## src/rtl/tsrr_pkg.sv

```systemverilog
// ----------------------------------------------------------------------------
// tsrr_pkg
// Shared types and constants for the tile source rectangle resolver.
// ----------------------------------------------------------------------------
package tsrr_pkg;

  localparam logic [31:0] FlipXBit = 32'h8000_0000;
  localparam logic [31:0] FlipYBit = 32'h4000_0000;
  localparam logic [31:0] DiagBit  = 32'h2000_0000;

  localparam logic REQ_LOAD    = 1'b0;
  localparam logic REQ_RESOLVE = 1'b1;

  localparam logic [1:0] CFG_MAP_TW = 2'd0;
  localparam logic [1:0] CFG_MAP_TH = 2'd1;
  localparam logic [1:0] CFG_CAM_X  = 2'd2;
  localparam logic [1:0] CFG_CAM_Y  = 2'd3;

  localparam int unsigned DivSteps = 29;

  typedef enum logic [2:0] {
    ST_IDLE,
    ST_SCAN,
    ST_DIV,
    ST_MUL,
    ST_OUT
  } state_e;

  // controller -> datapath
  typedef struct packed {
    logic load_in;    // capture the input request
    logic scan_step;  // compare one slot
    logic div_start;  // set up the divider
    logic div_step;   // one quotient bit
    logic mul_step;   // form products
    logic zero_out;   // result is all zero
  } ctrl_t;

  // datapath -> controller
  typedef struct packed {
    logic req_resolve;
    logic word_zero;
    logic scan_last;
    logic hit_ok;
    logic div_last;
  } stat_t;

endpackage

```

## src/rtl/tsrr_ctrl.sv

```systemverilog
// ----------------------------------------------------------------------------
// tsrr_ctrl
// Sequencer: slot scan, serial divide, multiply, then hold the result.
// ----------------------------------------------------------------------------
module tsrr_ctrl (
  input  logic          clk_i,
  input  logic          rst_ni,
  input  logic          in_valid_i,
  output logic          in_ready_o,
  output logic          out_valid_o,
  input  logic          out_ready_i,
  input  tsrr_pkg::stat_t stat_i,
  output tsrr_pkg::ctrl_t ctrl_o
);
  import tsrr_pkg::*;

  state_e state_q, state_d;

  always_ff @(posedge clk_i or negedge rst_ni) begin
    if (!rst_ni) begin
      state_q <= ST_IDLE;
    end else begin
      state_q <= state_d;
    end
  end

  always_comb begin
    state_d     = state_q;
    ctrl_o      = '0;
    in_ready_o  = 1'b0;
    out_valid_o = 1'b0;
    unique case (state_q)
      ST_IDLE: begin
        in_ready_o = 1'b1;
        if (in_valid_i) begin
          ctrl_o.load_in = 1'b1;
          state_d = ST_SCAN;
        end
      end
      ST_SCAN: begin
        if (!stat_i.req_resolve || stat_i.word_zero) begin
          ctrl_o.zero_out = 1'b1;
          state_d = ST_OUT;
        end else begin
          ctrl_o.scan_step = 1'b1;
          if (stat_i.scan_last) begin
            state_d = ST_DIV;
          end
        end
      end
      ST_DIV: begin
        if (!stat_i.hit_ok) begin
          ctrl_o.zero_out = 1'b1;
          state_d = ST_OUT;
        end else begin
          ctrl_o.div_step = 1'b1;
          if (stat_i.div_last) begin
            state_d = ST_MUL;
          end
        end
      end
      ST_MUL: begin
        ctrl_o.mul_step = 1'b1;
        state_d = ST_OUT;
      end
      ST_OUT: begin
        out_valid_o = 1'b1;
        if (out_ready_i) begin
          state_d = ST_IDLE;
        end
      end
      default: state_d = ST_IDLE;
    endcase
    // divider setup coincides with the last scan step
    ctrl_o.div_start = ctrl_o.scan_step & stat_i.scan_last;
  end

endmodule

```

## src/rtl/tsrr_dp.sv

```systemverilog
// ----------------------------------------------------------------------------
// tsrr_dp
// Datapath: tileset table, slot scan, restoring divider, output products.
// ----------------------------------------------------------------------------
module tsrr_dp #(
  parameter int unsigned TilesetSlots = 8
) (
  input  logic            clk_i,
  input  logic            rst_ni,
  input  tsrr_pkg::ctrl_t ctrl_i,
  output tsrr_pkg::stat_t stat_o,
  input  logic            cfg_valid_i,
  input  logic [1:0]      cfg_index_i,
  input  logic [15:0]     cfg_data_i,
  input  logic            req_type_i,
  input  logic [2:0]      slot_i,
  input  logic [28:0]     first_gid_i,
  input  logic [9:0]      set_columns_i,
  input  logic [7:0]      set_tile_width_i,
  input  logic [7:0]      set_tile_height_i,
  input  logic            set_present_i,
  input  logic [31:0]     tile_word_i,
  input  logic [11:0]     map_row_i,
  input  logic [11:0]     map_col_i,
  output logic            draw_o,
  output logic            flip_x_o,
  output logic            flip_y_o,
  output logic [17:0]     src_left_o,
  output logic [36:0]     src_top_o,
  output logic [17:0]     src_right_o,
  output logic [36:0]     src_bottom_o,
  output logic signed [20:0] draw_x_o,
  output logic signed [20:0] draw_y_o
);
  import tsrr_pkg::*;

  localparam int unsigned IdxW = (TilesetSlots > 1) ? $clog2(TilesetSlots) : 1;
  localparam int unsigned CntW = $clog2(DivSteps + 1);

  // configuration
  logic [7:0]  map_tw_q, map_th_q;
  logic [15:0] cam_x_q, cam_y_q;

  always_ff @(posedge clk_i or negedge rst_ni) begin
    if (!rst_ni) begin
      map_tw_q <= 8'd16;
      map_th_q <= 8'd16;
      cam_x_q  <= '0;
      cam_y_q  <= '0;
    end else if (cfg_valid_i) begin
      case (cfg_index_i)
        CFG_MAP_TW: map_tw_q <= cfg_data_i[7:0];
        CFG_MAP_TH: map_th_q <= cfg_data_i[7:0];
        CFG_CAM_X:  cam_x_q  <= cfg_data_i;
        CFG_CAM_Y:  cam_y_q  <= cfg_data_i;
        default: ;
      endcase
    end
  end

  // captured request
  logic        req_q;
  logic [2:0]  slot_q;
  logic [31:0] word_q;
  logic [11:0] row_q, col_q;

  always_ff @(posedge clk_i) begin
    if (ctrl_i.load_in) begin
      req_q  <= req_type_i;
      slot_q <= slot_i;
      word_q <= tile_word_i;
      row_q  <= map_row_i;
      col_q  <= map_col_i;
    end
  end

  // tileset table
  logic [TilesetSlots-1:0] valid_q;
  logic [28:0] gid_mem   [TilesetSlots];
  logic [9:0]  cols_mem  [TilesetSlots];
  logic [7:0]  tw_mem    [TilesetSlots];
  logic [7:0]  th_mem    [TilesetSlots];
  logic        pres_mem  [TilesetSlots];

  logic load_we;
  assign load_we = ctrl_i.load_in && (req_type_i == REQ_LOAD) &&
                   ({29'd0, slot_i} < 32'(TilesetSlots));

  logic [IdxW-1:0] widx;
  assign widx = IdxW'(slot_i);

  always_ff @(posedge clk_i or negedge rst_ni) begin
    if (!rst_ni) begin
      valid_q <= '0;
    end else if (load_we) begin
      valid_q[widx] <= 1'b1;
    end
  end

  always_ff @(posedge clk_i) begin
    if (load_we) begin
      gid_mem[widx]  <= first_gid_i;
      cols_mem[widx] <= set_columns_i;
      tw_mem[widx]   <= set_tile_width_i;
      th_mem[widx]   <= set_tile_height_i;
      pres_mem[widx] <= set_present_i;
    end
  end

  // slot scan: one slot per cycle, ascending; >= keeps the highest slot on ties
  logic [IdxW:0]   scan_q;
  logic            found_q;
  logic [IdxW-1:0] best_q;
  logic [28:0]     best_gid_q;
  logic [28:0]     id;
  logic [IdxW-1:0] sidx;
  logic            take;

  assign id   = word_q[28:0];
  assign sidx = scan_q[IdxW-1:0];
  assign take = valid_q[sidx] && (gid_mem[sidx] <= id) &&
                (!found_q || gid_mem[sidx] >= best_gid_q);

  always_ff @(posedge clk_i or negedge rst_ni) begin
    if (!rst_ni) begin
      scan_q  <= '0;
      found_q <= 1'b0;
    end else if (ctrl_i.load_in) begin
      scan_q  <= '0;
      found_q <= 1'b0;
    end else if (ctrl_i.scan_step) begin
      scan_q <= scan_q + 1'b1;
      if (take) begin
        found_q <= 1'b1;
      end
    end
  end

  always_ff @(posedge clk_i) begin
    if (ctrl_i.scan_step && take) begin
      best_q     <= sidx;
      best_gid_q <= gid_mem[sidx];
    end
  end

  // entry chosen on the final scan step, with this cycle's candidate folded in
  logic [IdxW-1:0] pick;
  logic [28:0]     pick_gid;
  assign pick     = take ? sidx : best_q;
  assign pick_gid = take ? gid_mem[sidx] : best_gid_q;

  // restoring divider, one quotient bit per cycle
  logic [28:0]    quo_q;
  logic [9:0]     rem_q;
  logic [9:0]     div_q;
  logic [7:0]     tw_q, th_q;
  logic           hit_q;
  logic [CntW-1:0] dcnt_q;
  logic [10:0]    trial;

  assign trial = {rem_q, quo_q[28]} - {1'b0, div_q};

  always_ff @(posedge clk_i or negedge rst_ni) begin
    if (!rst_ni) begin
      hit_q  <= 1'b0;
      dcnt_q <= '0;
    end else if (ctrl_i.div_start) begin
      hit_q  <= (take || found_q) && pres_mem[pick];
      dcnt_q <= '0;
    end else if (ctrl_i.div_step) begin
      dcnt_q <= dcnt_q + 1'b1;
    end
  end

  always_ff @(posedge clk_i) begin
    if (ctrl_i.div_start) begin
      quo_q <= id - pick_gid;
      rem_q <= '0;
      div_q <= (cols_mem[pick] == '0) ? 10'd1 : cols_mem[pick];
      tw_q  <= (tw_mem[pick] == '0) ? 8'd1 : tw_mem[pick];
      th_q  <= (th_mem[pick] == '0) ? 8'd1 : th_mem[pick];
    end else if (ctrl_i.div_step) begin
      if (!trial[10]) begin
        rem_q <= trial[9:0];
        quo_q <= {quo_q[27:0], 1'b1};
      end else begin
        rem_q <= {rem_q[8:0], quo_q[28]};
        quo_q <= {quo_q[27:0], 1'b0};
      end
    end
  end

  // output registers
  logic [17:0] left;
  logic [36:0] top;
  logic [20:0] px, py;
  assign left = {8'd0, rem_q} * {10'd0, tw_q};
  assign top  = {8'd0, quo_q} * {29'd0, th_q};
  assign px   = 21'({9'd0, col_q} * {13'd0, map_tw_q}) + {14'd0, map_tw_q[7:1]}
                - {5'd0, cam_x_q};
  assign py   = 21'({9'd0, row_q} * {13'd0, map_th_q}) + {14'd0, map_th_q[7:1]}
                - {5'd0, cam_y_q};

  always_ff @(posedge clk_i) begin
    if (ctrl_i.zero_out) begin
      draw_o <= 1'b0; flip_x_o <= 1'b0; flip_y_o <= 1'b0;
      src_left_o <= '0; src_top_o <= '0; src_right_o <= '0; src_bottom_o <= '0;
      draw_x_o <= '0; draw_y_o <= '0;
    end else if (ctrl_i.mul_step) begin
      draw_o       <= 1'b1;
      flip_x_o     <= |(word_q & FlipXBit);
      flip_y_o     <= |(word_q & FlipYBit);
      src_left_o   <= left;
      src_top_o    <= top;
      src_right_o  <= left + {10'd0, tw_q} - 18'd1;
      src_bottom_o <= top + {29'd0, th_q} - 37'd1;
      draw_x_o     <= px;
      draw_y_o     <= py;
    end
  end

  logic unused_diag;
  assign unused_diag = |(word_q & DiagBit);

  assign stat_o.req_resolve = (req_q == REQ_RESOLVE);
  assign stat_o.word_zero   = (word_q == '0) | (unused_diag & 1'b0);
  assign stat_o.scan_last   = (scan_q == (IdxW+1)'(TilesetSlots - 1));
  assign stat_o.hit_ok      = hit_q;
  assign stat_o.div_last    = (dcnt_q == CntW'(DivSteps - 1));

endmodule

```

## src/rtl/tile_source_rect_resolver_unit.sv

```systemverilog
// ----------------------------------------------------------------------------
// tile_source_rect_resolver_unit
// Tileset lookup and source rectangle / draw position for one map cell.
// ----------------------------------------------------------------------------
// Usage:
//   Input channel (in_valid_i/in_ready_o) carries load or resolve requests.
//   A load writes one tileset slot; a resolve maps a raw cell word to a
//   source rectangle and screen centre. Every request yields one result on
//   the output channel (out_valid_o/out_ready_i); loads give all zeros.
//   Config writes (cfg_valid_i/cfg_ready_o, index, data) set cell size and
//   camera; write them only while idle.
// Sequence:
//   A resolve captures the request, scans the slots, runs the serial divide
//   and forms the products before the result shows; loads and zero words
//   skip the scan and the divide. One request is in flight at a time, so
//   a new request is not taken until the current result has been accepted.
// Reset clears all slot valid bits and loads the register defaults.
// A stalled receiver holds the result; no new request is taken until then.
// ----------------------------------------------------------------------------
module tile_source_rect_resolver_unit #(
  parameter int unsigned TILESET_SLOTS = 8
) (
  input  logic        clk_i,
  input  logic        rst_ni,
  input  logic        cfg_valid_i,
  output logic        cfg_ready_o,
  input  logic [1:0]  cfg_index_i,
  input  logic [15:0] cfg_data_i,
  input  logic        in_valid_i,
  output logic        in_ready_o,
  input  logic        req_type_i,
  input  logic [2:0]  slot_i,
  input  logic [28:0] first_gid_i,
  input  logic [9:0]  set_columns_i,
  input  logic [7:0]  set_tile_width_i,
  input  logic [7:0]  set_tile_height_i,
  input  logic        set_present_i,
  input  logic [31:0] tile_word_i,
  input  logic [11:0] map_row_i,
  input  logic [11:0] map_col_i,
  output logic        out_valid_o,
  input  logic        out_ready_i,
  output logic        draw_o,
  output logic        flip_x_o,
  output logic        flip_y_o,
  output logic [17:0] src_left_o,
  output logic [36:0] src_top_o,
  output logic [17:0] src_right_o,
  output logic [36:0] src_bottom_o,
  output logic signed [20:0] draw_x_o,
  output logic signed [20:0] draw_y_o
);
  import tsrr_pkg::*;

  ctrl_t ctrl;
  stat_t stat;

  assign cfg_ready_o = 1'b1;

  tsrr_ctrl u_ctrl (
    .clk_i, .rst_ni, .in_valid_i, .in_ready_o, .out_valid_o, .out_ready_i,
    .stat_i(stat), .ctrl_o(ctrl)
  );

  tsrr_dp #(.TilesetSlots(TILESET_SLOTS)) u_dp (
    .clk_i, .rst_ni, .ctrl_i(ctrl), .stat_o(stat),
    .cfg_valid_i, .cfg_index_i, .cfg_data_i,
    .req_type_i, .slot_i, .first_gid_i, .set_columns_i, .set_tile_width_i,
    .set_tile_height_i, .set_present_i, .tile_word_i, .map_row_i, .map_col_i,
    .draw_o, .flip_x_o, .flip_y_o, .src_left_o, .src_top_o, .src_right_o,
    .src_bottom_o, .draw_x_o, .draw_y_o
  );

endmodule

```

## config.mk

```make
export PLATFORM = sky130hd
export DESIGN_NAME = tile_source_rect_resolver_unit
export DESIGN_NICKNAME = d
export VERILOG_FILES = /design/src/rtl/tsrr_pkg.sv /design/src/rtl/tsrr_ctrl.sv /design/src/rtl/tsrr_dp.sv /design/src/rtl/tile_source_rect_resolver_unit.sv
export SDC_FILE = /design/constraint.sdc
export NUM_CORES = 2
export LEC_CHECK = 0
export ABC_CLOCK_PERIOD_IN_PS = 8400
export BUFFER_PORTS_ARGS = -buffer_cell sky130_fd_sc_hd__buf_4
export CAP_MARGIN = 20
export CORE_ASPECT_RATIO = 0.9
export CORE_MARGIN = 2
export CORE_UTILIZATION = 60
export CTS_CLUSTER_SIZE = 10
export DETAILED_ROUTE_END_ITERATION = 12
export GPL_ROUTABILITY_DRIVEN = 0
export MAX_ROUTING_LAYER = met4
export PLACE_DENSITY_LB_ADDON = 0.05
export SLEW_MARGIN = 10
export SYNTH_ARGS = -nofsm -noshare
export SYNTH_HDL_FRONTEND = slang
export SYNTH_SLANG_ARGS = --single-unit
```

## constraint.sdc

```tcl
create_clock -name clk_i -period 8.4 [get_ports clk_i]
set_input_delay 1.68 -clock clk_i [delete_from_list [all_inputs] [get_ports clk_i]]
set_output_delay 1.68 -clock clk_i [all_outputs]
set_load 0.02 [all_outputs]
```

==> reports/qor.csv <==
metric;value;unit
static leakage;25.35;nW
Post-Place Cells;5879;
status;finished, final reports clean;
H-tree depth;3;
commonest non-fill, non-tap cell in the layout;edfxtp_1;
post-synthesis sequential area ratio;42.84;%
Final Cycle Share;93.92;%
Worst Path Required;8.88;ns
die area;91240;sq um
Detailed Route Iter0 Violations;2996;
Synthesis Warnings;0;
number of distinct library cells after synthesis;96;
Detail Route Antenna Nets;0;
worst hold path type;flop to flop;
global route overflow;0;
Skew-Pair Late Insertion Delay;0.70;ns
clock sink count;827;
f_max;126.8;MHz
Routed wire per std cell;21.37;um
Final Max Tran Viols;0;
worst-case clock buffer depth;3;
post-DP HPWL;94220;um
Initial Utilization;60.64;%
number of global-route vias before repair;34540;
EDFF count, synth;592;
Crit path top cell by count;fa_1;
post-layout util;67.58;%
site row count;103;
global-route wire length before repair;201200;um
Layout area overhead;11.44;%
Die Wd;318.2;um
Setup Skew;0.08106;ns
Final min period;7.889;ns
DRT Pass-1 Iters;6;
area of the core;87890;sq um
Synth Register Bits;827;
PwrDens;332.2;nW/um^2
final hold violation count;0;
Vias;34900;
largest net degree at the start of global routing;118;
# fillers;6670;
unrepaired setup endpoints after global routing;false;
WL final;128500;um
fin nets;5715;
Worst Path Max Fanout;16;
ys flop type;edfxtp_1;
VDD IR-drop max;0.6850;mV
crit start category;flop;
Total Routing Usage GR;29.34;%
Avg Cell Area, Syn;11.68;sq um
worst slew pin tran;1.080;ns
Worst path slowest cell;edfxtp_1;
Layout Cells excl Fill;6010;
CTS Hold Bufs;0;
CTS clk-pin slew, worst paths;0.05;ns
# resized after CTS;0;
cell count after synthesis;4564;
antenna cells;0;
TritonCTS clock tree;done;
CP Class;flop to flop;
synthesized area;53300;sq um
synthesized net count;5457;
Async S/R FF share, synth;8.464;%
Die Y;286.8;um
Post-CTS Setup Repair Bufs;0;
CP max stage delay;0.61;ns
Crit. End Element;flop;
IO Pins;297;
TritonCTS buffer count;96;
Critical Path AT;8.37;ns
DRC;0;
share of layout cells above drive strength 1;14.89;%
Worst slew margin;28.03;%
commonest non-fill, non-tap cells in the layout;592 x edfxtp_1, 562 x inv_1, 506 x nand2_1, 380 x ha_1, 374 x fa_1;
clk root buf;clkbuf_16;
Sum Neg Setup Slack;0;ns
Via density;5.807;
Max Cap Violations;0;
PortBufs;295;
initial antenna violation count;0;
final setup vio count;0;
## synthesized netlist by cell type, drive strengths merged (12+ instances only)
library cell / instances / area [sq um]
nand2: 508 / 1926
nor2: 121 / 456.7
ha: 380 / 4755
a21oi: 124 / 620.6
a211oi: 19 / 152.6
a21o: 66 / 495.5
nand2b: 22 / 137.6
o22ai: 111 / 700.7
o21bai: 22 / 165.2
inv: 564 / 2117
o31ai: 12 / 90.09
or3: 12 / 75.07
mux4: 100 / 2252
edfxtp: 592 / 17780
buf: 38 / 202.7
mux2: 103 / 1160
o211ai: 19 / 152.6
mux2i: 71 / 748.2
clkbuf: 146 / 548.0
dfrtp: 68 / 1702
nor3: 53 / 265.3
xor2: 74 / 648.1
dfxtp: 165 / 3303
nand4: 24 / 150.1
xnor2: 87 / 762.0
o21ai: 155 / 779.5
and2: 270 / 1689
or2: 18 / 112.6
nand3: 48 / 245.2
o21a: 14 / 105.1
nor2b: 24 / 150.1
nor4: 20 / 125.1
a31oi: 21 / 131.4
fa: 374 / 7487
## sequential cells by signal, indices dropped and copies added, names as in the netlist, 12 cells and up
register / count
u_dp.quo_q: 29
u_dp.best_gid_q: 29
u_dp.word_q: 32
u_dp.gid_mem: 232
u_dp.cam_x_q: 16
u_dp.col_q: 12
u_dp.src_top_o: 37
u_dp.tw_mem: 64
u_dp.src_right_o: 18
u_dp.cols_mem: 80
u_dp.src_bottom_o: 37
u_dp.th_mem: 64
u_dp.draw_x_o: 21
u_dp.src_left_o: 18
u_dp.draw_y_o: 21
u_dp.row_q: 12
u_dp.cam_y_q: 16
## stage by stage
stage               instance area, sq um  hold WS, ns  power (mW)  worst slack (ns)
floorplan                          53300       0.4231       13.25             1.048
global placement                   56660       0.4442       15.92            0.7356
detailed placement                 56660       0.4486       16.10            0.6499
CTS                                59400       0.4582       19.91            0.5683
global route                       59400       0.4833       21.46          0.006185
finish                             59400       0.4557       19.73            0.5106
## path summary, 6_finish.rpt
path                                                            to  depth (start not counted)  slack, ns                           start
worst max-delay path            u_dp.src_bottom_o[34]$_SDFFE_PP0P_                         29       0.51      u_dp.th_q[2]$_SDFFCE_PN0P_
worst min-delay path                u_dp.draw_y_o[14]$_SDFFE_PP0P_                          2       0.46  u_dp.draw_y_o[14]$_SDFFE_PP0P_
worst max register to register  u_dp.src_bottom_o[34]$_SDFFE_PP0P_                         29       0.51      u_dp.th_q[2]$_SDFFCE_PN0P_
worst min register to register      u_dp.draw_y_o[14]$_SDFFE_PP0P_                          2       0.46  u_dp.draw_y_o[14]$_SDFFE_PP0P_
max in group asynchronous               u_dp.scan_q[0]$_DFFE_PN0P_                          1       6.55                          rst_ni
min in group asynchronous              u_dp.cam_x_q[3]$_DFFE_PN0P_                          1       1.12                          rst_ni
## critical path, delay by kind of cell (launching register included)
family	cells	cell delay (ns)
xor gates and xnor gates	2	0.43
buffers and inverters	4	0.48
and+or+nand+nor	6	0.92
adders and majority gates	6	2.71
DFF	1	0.61
AOI/OAI and AO/OA	11	2.49
## layer usage
layer	up-vias	global-route usage (%)	part of all wire (%)
met4	0	7.062	2.3
li1	16260	-	-
met5	-	-	0
met2	1145	45.03	46
met1	17320	42.06	46
met3	178	3.804	6.0
## power by group
| group | internal (mW) | total [mW] | switching [mW] |
|---|---|---|---|
| registers | 4.67 | 4.99 | 0.323 |
| clock network | 2.09 | 3.71 | 1.61 |
| logic | 4.82 | 11.0 | 6.21 |
## cell families after synthesis
logic type	synth area share (%)
other	0.007036
XOR/XNOR	2.688
AND/OR/NAND/NOR	10.44
adder cells (fa/ha/maj)	22.97
flip-flops	42.84
buffers and inverters	5.404
AO/OA/AOI/OAI	7.845
multiplexers	7.805
## area by class of cell
type	instances	area [sq um]	share of cell area, %
Clock inverter	14	230.2	0.3876
Multi-Input combinational cell	2986	27670	46.58
Clock buffer	117	2501	4.211
Inverter	567	2130	3.585
Sequential cell	827	22840	38.45
Tap cell	1155	1445	2.433
Timing Repair Buffer	344	2582	4.348
No activity file was read; power rests on OpenSTA's default activity.
